[src/design/laplacian_sharpen_3x3_stream_assert.svh]
// assertion macros for the laplacian sharpening stream block
// no dependencies; included by the top level, the only file that carries concurrent checks
`ifndef LAPLACIAN_SHARPEN_3X3_STREAM_ASSERT_SVH
`define LAPLACIAN_SHARPEN_3X3_STREAM_ASSERT_SVH

// condition must hold on every clock out of reset
`define LSS_ASSERT_ALWAYS(label, clk, rst_n, cond, msg) \
    label: assert property (@(posedge clk) disable iff (!rst_n) (cond)) \
        else $error(msg);

// same-cycle implication
`define LSS_ASSERT_IMPLIES(label, clk, rst_n, ante, cons, msg) \
    label: assert property (@(posedge clk) disable iff (!rst_n) (ante) |-> (cons)) \
        else $error(msg);

// next-cycle implication
`define LSS_ASSERT_NEXT(label, clk, rst_n, ante, cons, msg) \
    label: assert property (@(posedge clk) disable iff (!rst_n) (ante) |=> (cons)) \
        else $error(msg);

`endif

[src/design/lss_pkg.sv]
// shared types and constants for the laplacian sharpening stream block
// no dependencies; used by the top level and the kernel
`timescale 1ns / 1ps
`default_nettype none

package lss_pkg;

    localparam int PIX_W      = 8;
    localparam int ROW_W      = 12;
    localparam int CFG_IDX_W  = 8;
    localparam int CFG_DATA_W = 12;
    localparam int FW_W       = 12;
    localparam int FH_W       = 12;
    localparam int CH_W       = 3;

    // register indexes
    localparam logic [CFG_IDX_W-1:0] CFG_FRAME_WIDTH   = 8'd0;
    localparam logic [CFG_IDX_W-1:0] CFG_FRAME_HEIGHT  = 8'd1;
    localparam logic [CFG_IDX_W-1:0] CFG_CHANNEL_COUNT = 8'd2;

    // register reset values
    localparam logic [FW_W-1:0] FRAME_WIDTH_RST   = 12'd640;
    localparam logic [FH_W-1:0] FRAME_HEIGHT_RST  = 12'd480;
    localparam logic [CH_W-1:0] CHANNEL_COUNT_RST = 3'd3;

    // op codes
    localparam logic OP_SAMPLE = 1'b0;
    localparam logic OP_FLUSH  = 1'b1;

    typedef struct packed {
        logic             op;
        logic [PIX_W-1:0] sample;
    } item_t;

    typedef struct packed {
        logic             valid_res;
        logic [PIX_W-1:0] pixel_out;
        logic             last;
    } result_t;

    // control and payload of the request waiting on line store data
    typedef struct packed {
        logic             res_valid;
        logic             last;
        logic             interior;
        logic [PIX_W-1:0] bot;
    } stage_t;

    // the five kernel taps of one sample
    typedef struct packed {
        logic             interior;
        logic [PIX_W-1:0] centre;
        logic [PIX_W-1:0] left;
        logic [PIX_W-1:0] right;
        logic [PIX_W-1:0] up;
        logic [PIX_W-1:0] down;
    } taps_t;

endpackage

`default_nettype wire

[src/design/lss_kernel.sv]
// 3x3 laplacian sharpening kernel: 5*centre minus four neighbours, saturated, 0 off the interior
// depends on lss_pkg for the tap struct
`timescale 1ns / 1ps
`default_nettype none

module lss_kernel (
    input  lss_pkg::taps_t                taps,
    output logic [lss_pkg::PIX_W-1:0]     pixel
);

    logic        [10:0] five_c;
    logic        [9:0]  ring;
    logic signed [11:0] diff;

    always_comb
    begin
        five_c = {1'b0, taps.centre, 2'b00} + {3'b000, taps.centre};
        ring   = {2'b00, taps.left} + {2'b00, taps.right}
               + {2'b00, taps.up} + {2'b00, taps.down};
        diff   = $signed({1'b0, five_c}) - $signed({2'b00, ring});
        if (!taps.interior || diff < 12'sd0)
            pixel = '0;
        else if (diff > 12'sd255)
            pixel = 8'hFF;
        else
            pixel = diff[7:0];
    end

endmodule

`default_nettype wire

[config.mk]
export PLATFORM = sky130hd
export DESIGN_NAME = lss_kernel
export DESIGN_NICKNAME = d
export VERILOG_FILES = /design/src/design/laplacian_sharpen_3x3_stream_assert.svh /design/src/design/lss_pkg.sv /design/src/design/lss_kernel.sv
export SDC_FILE = /design/constraint.sdc
export NUM_CORES = 1
export LEC_CHECK = 0
export BUFFER_PORTS_ARGS = -buffer_cell sky130_fd_sc_hd__buf_2
export CORE_UTILIZATION = 55
export DETAILED_ROUTE_END_ITERATION = 16
export PLACE_DENSITY = 0.91
export SLEW_MARGIN = 20
export SYNTH_ARGS = -nofsm -noshare
export SYNTH_HDL_FRONTEND = slang
export SYNTH_SLANG_ARGS = --single-unit
[constraint.sdc]
create_clock -name vclk -period 7.75
set_input_delay 1.55 -clock vclk [all_inputs]
set_output_delay 1.55 -clock vclk [all_outputs]
set_load 0.005 [all_outputs]
# Yosys cells after proc, flatten, opt, wreduce, memory -nomap -nowiden
# Index checks and enable logic that the tools add are counted.
totals:
  reg_bits: 0
  input_bits: 41
  word_cells: 11
op_classes:
  n_addsub: 5
  magnitude_cmp: 2
  muxes: 2
  n_reduce_logical: 2
op_table:
  columns: ["operator", "n"]
  rows:
  - ["$mux 8", 2]
  - ["$gt 12x9->1 const B", 1]
  - ["$lt 12x1->1 const B", 1]
  - ["$sub 11x10->12", 1]
  - ["$add 10x8->11", 1]
  - ["$add 10x8->10", 1]
  - ["$add 9x8->10", 1]
  - ["$add 8x8->9", 1]
  - ["$logic_not 1->1", 1]
  - ["$logic_or 1x1->1", 1]

# Logic depth before layout (Yosys ltp)
# Gate-level depths: netlist of the first run.
depth:
  word_depth: 7
  ltp_mapped: 13
  depth_no_buf: 13

# Worst setup path after synthesis of the first run
# Ideal clock, no wire load.
synth_path:
  path_type: "input port to output port"
  from: "in taps[1] (netlist bit)"
  to: "out pixel[2] (netlist bit)"
  t_arrival_ps: 4951
  t_required_ps: 6200
  path_slack_ps: 1249
  stages: 12
  cell_sequence: "inv_1 > fa_1 > fa_1 > inv_1 > fa_1 > inv_1 > fa_1 > a21o_1 > a221o_2 > mux2i_1 > a211oi_2 > a31oi_1"
synth_between:
  elab_chain_cells: 5
synth_rtl:
  columns: ["element", "line", "rtl"]
  rows:
  - ["start, declared", "lss_kernel.sv:7", "input lss_pkg::taps_t taps,"]
  - ["$add 10x8->10 (*)", "lss_kernel.sv:19", "+ {2'b00, taps.up} + {2'b00, taps.down};"]
  - ["$sub 11x10->12 (*)", "lss_kernel.sv:20", "diff = $signed({1'b0, five_c}) - $signed({2'b00, ring});"]
  - ["$gt 12x9->1 / $lt 12x1->1 (equally long branches)", "lss_kernel.sv:23, lss_kernel.sv:21", null]
  - ["$mux 8 / $logic_or 1x1->1 (equally long branches)", "lss_kernel.sv:23, lss_kernel.sv:21", null]
  - ["$mux 8 (*)", "lss_kernel.sv:21", "if (!taps.interior || diff < 12'sd0)"]
  - ["end, declared", "lss_kernel.sv:8", "output logic [lss_pkg::PIX_W-1:0] pixel"]
# Every way passes the cells marked *; elsewhere a longest branch is shown, timed or not.

# Worst setup path in the final report of the first run
layout_path:
  from: "in taps[1] (netlist bit)"
  to: "out pixel[6] (netlist bit)"
# The elaborated chain is that of the path after synthesis.

==> results of run 1 <==
per-layer routing:
| layer | part of all wire | vias to the layer above | wire (µm) |
|---|---|---|---|
| li1 | - | 635 | - |
| met1 | 0.37 | 599 | 1009 |
| met2 | 0.58 | 40 | 1587 |
| met3 | 0.042 | 4 | 115 |
| met4 | 0.013 | 0 | 35 |
| met5 | 0 | - | 0 |
power breakdown:
| group | total [W] | internal, W | switching (W) | leakage, nW |
|---|---|---|---|---|
| Combinational | 0.000471 | 0.000205 | 0.000266 | 1.09 |
| Sequential | 0 | 0 | 0 | 0 |
| Clock | 0 | 0 | 0 | 0 |
metrics by stage:
step                utilization  power (W)  worst slack, ns
floorplan                     -  0.0003723            1.249
CTS                      0.7049  0.0004707           0.8395
global placement         0.7049  0.0004527           0.9483
global route             0.7049  0.0005359           0.6669
finish                   0.7049  0.0004710           0.8271
detailed placement       0.7049  0.0004683           0.8553
final cells by class:
type,instances,area [µm²],area share
well taps,30,37.54,0.02111
inverters,75,281.5,0.1583
repair buffers,49,245.2,0.1379
multi-input cells,102,1214,0.6826
cells in the mapped netlist (all sizes together):
| cell | count | area (µm²) |
|---|---|---|
| a2bb2oi | 1 | 26.28 |
| a21o | 4 | 30.03 |
| ha | 15 | 187.7 |
| a31o | 1 | 8.760 |
| o21ai | 2 | 10.01 |
| a22oi | 1 | 7.510 |
| nand2 | 2 | 7.510 |
| a221o | 1 | 11.26 |
| nand2b | 1 | 6.260 |
| nand3 | 1 | 5.000 |
| fa | 30 | 600.6 |
| a31oi | 9 | 62.56 |
| xnor2 | 5 | 43.79 |
| xor2 | 3 | 26.28 |
| nor3 | 1 | 5.000 |
| mux2i | 3 | 30.03 |
| o211ai | 1 | 7.510 |
| nor2 | 5 | 18.77 |
| a211oi | 3 | 37.54 |
| o21bai | 1 | 7.510 |
| and3 | 3 | 18.77 |
| a21oi | 6 | 30.03 |
| o41ai | 1 | 8.760 |
| a311o | 1 | 10.01 |
| inv | 75 | 281.5 |
| nor2b | 1 | 6.260 |
cells by family after synthesis:
| kind of cell | synth area share |
|---|---|
| buf+inv | 0.1883 |
| simple gates | 0.04519 |
| xor+xnor | 0.04686 |
| fa+ha+maj | 0.5272 |
| mux | 0.02008 |
| compound gates | 0.1724 |
critical path, cell delays in order:
cell and delay [ns]:
sky130_fd_sc_hd__buf_2 0.07, sky130_fd_sc_hd__inv_1 0.04, sky130_fd_sc_hd__fa_1 0.52, sky130_fd_sc_hd__fa_1 0.56, sky130_fd_sc_hd__inv_1 0.06, sky130_fd_sc_hd__fa_1 0.53
sky130_fd_sc_hd__inv_1 0.07, sky130_fd_sc_hd__fa_1 0.44, sky130_fd_sc_hd__a21o_1 0.21, sky130_fd_sc_hd__a221o_2 0.39, sky130_fd_sc_hd__mux2i_1 0.15, sky130_fd_sc_hd__a211oi_2 0.46
sky130_fd_sc_hd__a31oi_1 0.16, sky130_fd_sc_hd__buf_2 0.16
worst paths after layout:
check / start / end / slack, ns / cells after the start
worst min-delay path: taps[32] / pixel[0] / 3.65 / 5
worst max-delay path: taps[1] / pixel[6] / 0.83 / 14
cells in the final DEF (no fill, tap or decap):
master and instances:
sky130_fd_sc_hd__a311o_1 1, sky130_fd_sc_hd__a21o_1 4, sky130_fd_sc_hd__mux2i_1 3, sky130_fd_sc_hd__nand2_1 2, sky130_fd_sc_hd__a211oi_2 3, sky130_fd_sc_hd__inv_1 75, sky130_fd_sc_hd__xnor2_1 5, sky130_fd_sc_hd__buf_2 49
sky130_fd_sc_hd__o21bai_1 1, sky130_fd_sc_hd__nor2_1 5, sky130_fd_sc_hd__o21ai_0 2, sky130_fd_sc_hd__and3_1 3, sky130_fd_sc_hd__o41ai_1 1, sky130_fd_sc_hd__a22oi_1 1, sky130_fd_sc_hd__nor2b_1 1, sky130_fd_sc_hd__a31oi_1 8
sky130_fd_sc_hd__nor3_1 1, sky130_fd_sc_hd__a2bb2oi_4 1, sky130_fd_sc_hd__fa_1 30, sky130_fd_sc_hd__a31oi_2 1, sky130_fd_sc_hd__a31o_1 1, sky130_fd_sc_hd__ha_1 15, sky130_fd_sc_hd__xor2_1 3, sky130_fd_sc_hd__nand2b_1 1
sky130_fd_sc_hd__o211ai_1 1, sky130_fd_sc_hd__a21oi_1 6, sky130_fd_sc_hd__a221o_2 1, sky130_fd_sc_hd__nand3_1 1
==> key figures, run 1 <==
Outcome
  • Status: complete, no violations

Worst setup path
  • Arrival time worst endpoint: ~5.4 ns
  • Category of the critical setup timing path: input port to output pin
  • Worst-path fanout max: 8
  • Critical path required time: ~6.2 ns
  • Setup crit end kind: output pin
  • Type of origin of the critical path: input port

Global routing
  • Global-route wire length before repair: 4892 µm
  • Via count of the first global-routing pass: around 1,300
  • Tot GR Track Use: 0.2273
  • Initial antenna violation count: 0
  • Total grt overflow: 0
  • Maximum number of pins on one net before global-route repair: 9
  • Met2 routing resource usage after global routing: 0.4858
  • Gr busiest metal: met2
  • GR Util met1: 0.2314
  • Met3 demand-to-capacity share in global routing: 0.008475

Timing
  • Actual transition at the worst max-transition pin: 0.4663 ns
  • Final cycle utilization of the critical path: 0.8933
  • Achievable Freq: approximately 140 MHz
  • Setup TNS after final layout: 0 ns
  • Post-layout minimum cycle time: roughly 6.9 ns
  • Unrepaired setup endpoints after global routing: false
  • Worst max-slew margin expressed relative to the limit: 0.6885
  • Setup violation total in the final timing report: 0
  • Hold violation count in the final report: 0
  • Max Transition Viols Final: 0
  • Tightest hold margin: around 3.7 ns

Detailed routing
  • Final Routed Wirelength: roughly 2700 µm
  • Count of TritonRoute iterations in the first routing pass: 4
  • Vias/cell: 4.992
  • Post-detailed-route DRC marker count: 0
  • Antenna-violating nets left: 0
  • Routed via count: 1,278
  • Initial drt markers: 27
  • Post-detailed-route wirelength per cell: roughly 11 µm

Clocking
  • Number of resized instances in the post-cts repair step: 0
  • Setup Fix Bufs, Post-CTS: 0
  • Hold bufs inserted after CTS: 0

Final layout
  • Number of clock buffers in the layout: 0
  • Filler instances: 210
  • Total Nets Final: 314
  • Number of diodes added for antenna fixing: 0
  • Post-layout instance count excluding filler cells: about 260
  • Fraction of layout cells with a size suffix above 1: 0.2434
  • Final design instance area without fill: 1778 µm²
  • Synthesis-to-finish area growth: 18.91%
  • FF+latch area: 0 µm²
  • Number of sequential cells in the layout: 0

Floorplan
  • Core box area: ~2500 µm²
  • # IOs: slightly below 50
  • Initial core utilization: 0.5928
  • Full die area: approximately 2900 µm²
  • Height of the die: between 50 and 60 µm
  • Core Rows: 18
  • Die span in x: roughly 54 µm

Placed design
  • Cell Count Post-Placement: 256
  • Cell area reported after detailed placement: 1778 µm²
  • Port bufs: 49
  • Routability congestion estimate: roughly 0.84
  • Placed wire-length estimate after detailed placement: about 2500 µm

Hold path
  • Path category of the worst min-delay check: input port to output pin

Synthesis
  • Gate Count Post-Synth: about 180
  • Synthesis warning total: 0
  • Post-Synthesis Mean Instance Area: between 8 and 9 µm²
  • Post-Syn Nets: 263
  • Synthesized cell area: 1495 µm²
  • Library cells used by synthesis: 27
  • Share of the yosys chip area belonging to registers: 0

Power and ir drop
  • Cell Pwr Density: around 260 nW/µm²
  • Leakage: about 1.1 nW
  • IR Drop Worst-Case VDD: 199.9 µV

Flow run
  • Max-cap check violation count: 0
(Power assumes the default switching activity.)
==> run 2, diff against run 1 <==
- CORE_MARGIN: default -> 2
==> key figures, run 2 (same netlist as run 1, synthesis figures left out) <==
Outcome
  • Status: complete, no violations

Floorplan
  • Core box area: 2522 µm² (unchanged)
  • Core Rows: 18 (unchanged)
  • Initial core utilization: 0.5928 (unchanged)
  • # IOs: 49 (unchanged)
  • Die span in x: 56.14 µm (+3.7%)
  • Full die area: 3152 µm² (+7.5%)
  • Height of the die: 56.14 µm (+3.7%)

Power and ir drop
  • IR Drop Worst-Case VDD: 193.7 µV (-3.1%)
  • Cell Pwr Density: 261.3 nW/µm² (-1.3%)
  • Leakage: 1.091 nW (unchanged)

Final layout
  • FF+latch area: 0 µm² (unchanged)
  • Total Nets Final: 314 (unchanged)
  • Fraction of layout cells with a size suffix above 1: 0.2434 (unchanged)
  • Area of the multi-input gates: 1214 µm² (unchanged)
  • Number of sequential cells in the layout: 0 (unchanged)
  • Post-layout instance count excluding filler cells: 256 (unchanged)
  • Number of clock buffers in the layout: 0 (unchanged)
  • Commonest non-fill, non-tap cell in the layout: sky130_fd_sc_hd__inv_1
  • Number of diodes added for antenna fixing: 0 (unchanged)
  • Filler instances: 227 (+8.1%)
  • Commonest cells after routing, fill and taps aside: sky130_fd_sc_hd__inv_1 (75), sky130_fd_sc_hd__buf_2 (49), sky130_fd_sc_hd__fa_1 (30)
  • Synthesis-to-finish area growth: 18.91% (unchanged)

Timing
  • Actual transition at the worst max-transition pin: 0.4778 ns (+0.01151 ns)
  • Hold violation count in the final report: 0 (unchanged)
  • Post-layout minimum cycle time: 6.914 ns (-0.008731 ns)
  • Worst max-slew margin expressed relative to the limit: 0.6809 (-0.007685)
  • Setup TNS after final layout: 0 ns (unchanged)
  • Achievable Freq: 144.6 MHz (+0.13%)
  • Unrepaired setup endpoints after global routing: false
  • Setup violation total in the final timing report: 0 (unchanged)
  • Max Transition Viols Final: 0 (unchanged)
  • Final cycle utilization of the critical path: 0.8921 (-0.001127)

Clocking
  • Setup Fix Bufs, Post-CTS: 0 (unchanged)
  • Hold bufs inserted after CTS: 0 (unchanged)
  • Number of resized instances in the post-cts repair step: 0 (unchanged)

Worst setup path
  • Type of origin of the critical path: input port
  • Crit path top cell by count: sky130_fd_sc_hd__fa_1
  • Setup crit end kind: output pin
  • Category of the critical setup timing path: input port to output pin
  • Worst-path fanout max: 8 (unchanged)
  • Critical path required time: 6.20 ns (about the same)
  • Cell breakdown of the critical path: buf_2 -> inv_1 -> fa_1 -> fa_1 -> inv_1 -> fa_1 -> inv_1 -> fa_1 -> a21o_1 -> a221o_2 -> mux2i_1 -> a211oi_2 -> a31oi_1 -> buf_2
  • Arrival time worst endpoint: 5.36 ns (about the same)
  • Worst-path cell with the longest stage delay: sky130_fd_sc_hd__fa_1
  • Slowest Stage Delay on Critical Path: 0.54 ns (-0.02 ns)

Flow run
  • Max-cap check violation count: 0 (unchanged)

Detailed routing
  • Post-detailed-route wirelength per cell: 10.45 µm (-2.7%)
  • Post-detailed-route DRC marker count: 0 (unchanged)
  • Count of TritonRoute iterations in the first routing pass: 4 (unchanged)
  • Initial drt markers: 34 (+26%)
  • Vias/cell: 4.875 (-2.3%)
  • Final Routed Wirelength: 2674 µm (-2.7%)
  • Antenna-violating nets left: 0 (unchanged)
  • Routed via count: 1,248 (-2.3%)

Hold path
  • Path category of the worst min-delay check: input port to output pin

Placed design
  • Routability congestion estimate: 0.8160 (-3.2%)
  • Cell Count Post-Placement: 256 (unchanged)
  • Placed wire-length estimate after detailed placement: 2526 µm (-0.61%)
  • Port bufs: 49 (unchanged)

Global routing
  • Initial antenna violation count: 0 (unchanged)
  • Tot GR Track Use: 0.1863 (-0.04093)
  • Via count of the first global-routing pass: 1,256 (-4.2%)
  • Total grt overflow: 0 (unchanged)
  • Global-route wire length before repair: 4968 µm (+1.6%)
  • Maximum number of pins on one net before global-route repair: 9 (unchanged)
## run 2: final timing paths
| check | depth (start not counted) | from | end | slack (ns) |
|---|---|---|---|---|
| min | 5 | taps[32] | pixel[0] | 3.66 |
| max | 14 | taps[1] | pixel[5] | 0.84 |
## run 2: metal layers
metal / vias to the layer above / routed length [µm] / GRT usage
li1: 633 / - / -
met1: 587 / 1033 / 0.2193
met2: 28 / 1543 / 0.3933
met3: 0 / 97 / 0
met4: 0 / 0 / 0
met5: - / 0 / 0
## run 2: layout make-up
cell class	instances	area share
inverters	75	0.1583
repair buffers	49	0.1379
well taps	30	0.02111
multi-input cells	102	0.6826
## run 2: power breakdown
part           internal (W)  switching, W
combinational      0.000204      0.000261
sequential                0             0
clock                     0             0
## run 2: worst max-delay path, delay by kind of cell
family,cells,cell delay (ns)
buf+inv,5,0.40
compound gates,4,1.24
fa+ha+maj,4,2.02
mux,1,0.15
## run 2: stage by stage
| step | cell area (µm²) | power, W | setup slack, ns | util | hold slack [ns] |
|---|---|---|---|---|---|
| finish | 1778 | 0.0004646 | 0.8359 | 0.7049 | 3.661 |
| CTS | 1778 | 0.0004687 | 0.8350 | 0.7049 | 3.663 |
| global placement | 1778 | 0.0004533 | 0.9463 | 0.7049 | 3.652 |
| floorplan | 1495 | 0.0003723 | 1.249 | - | 3.375 |
| global route | 1778 | 0.0005283 | 0.6415 | 0.7049 | 3.721 |
| detailed placement | 1778 | 0.0004661 | 0.8513 | 0.7049 | 3.664 |
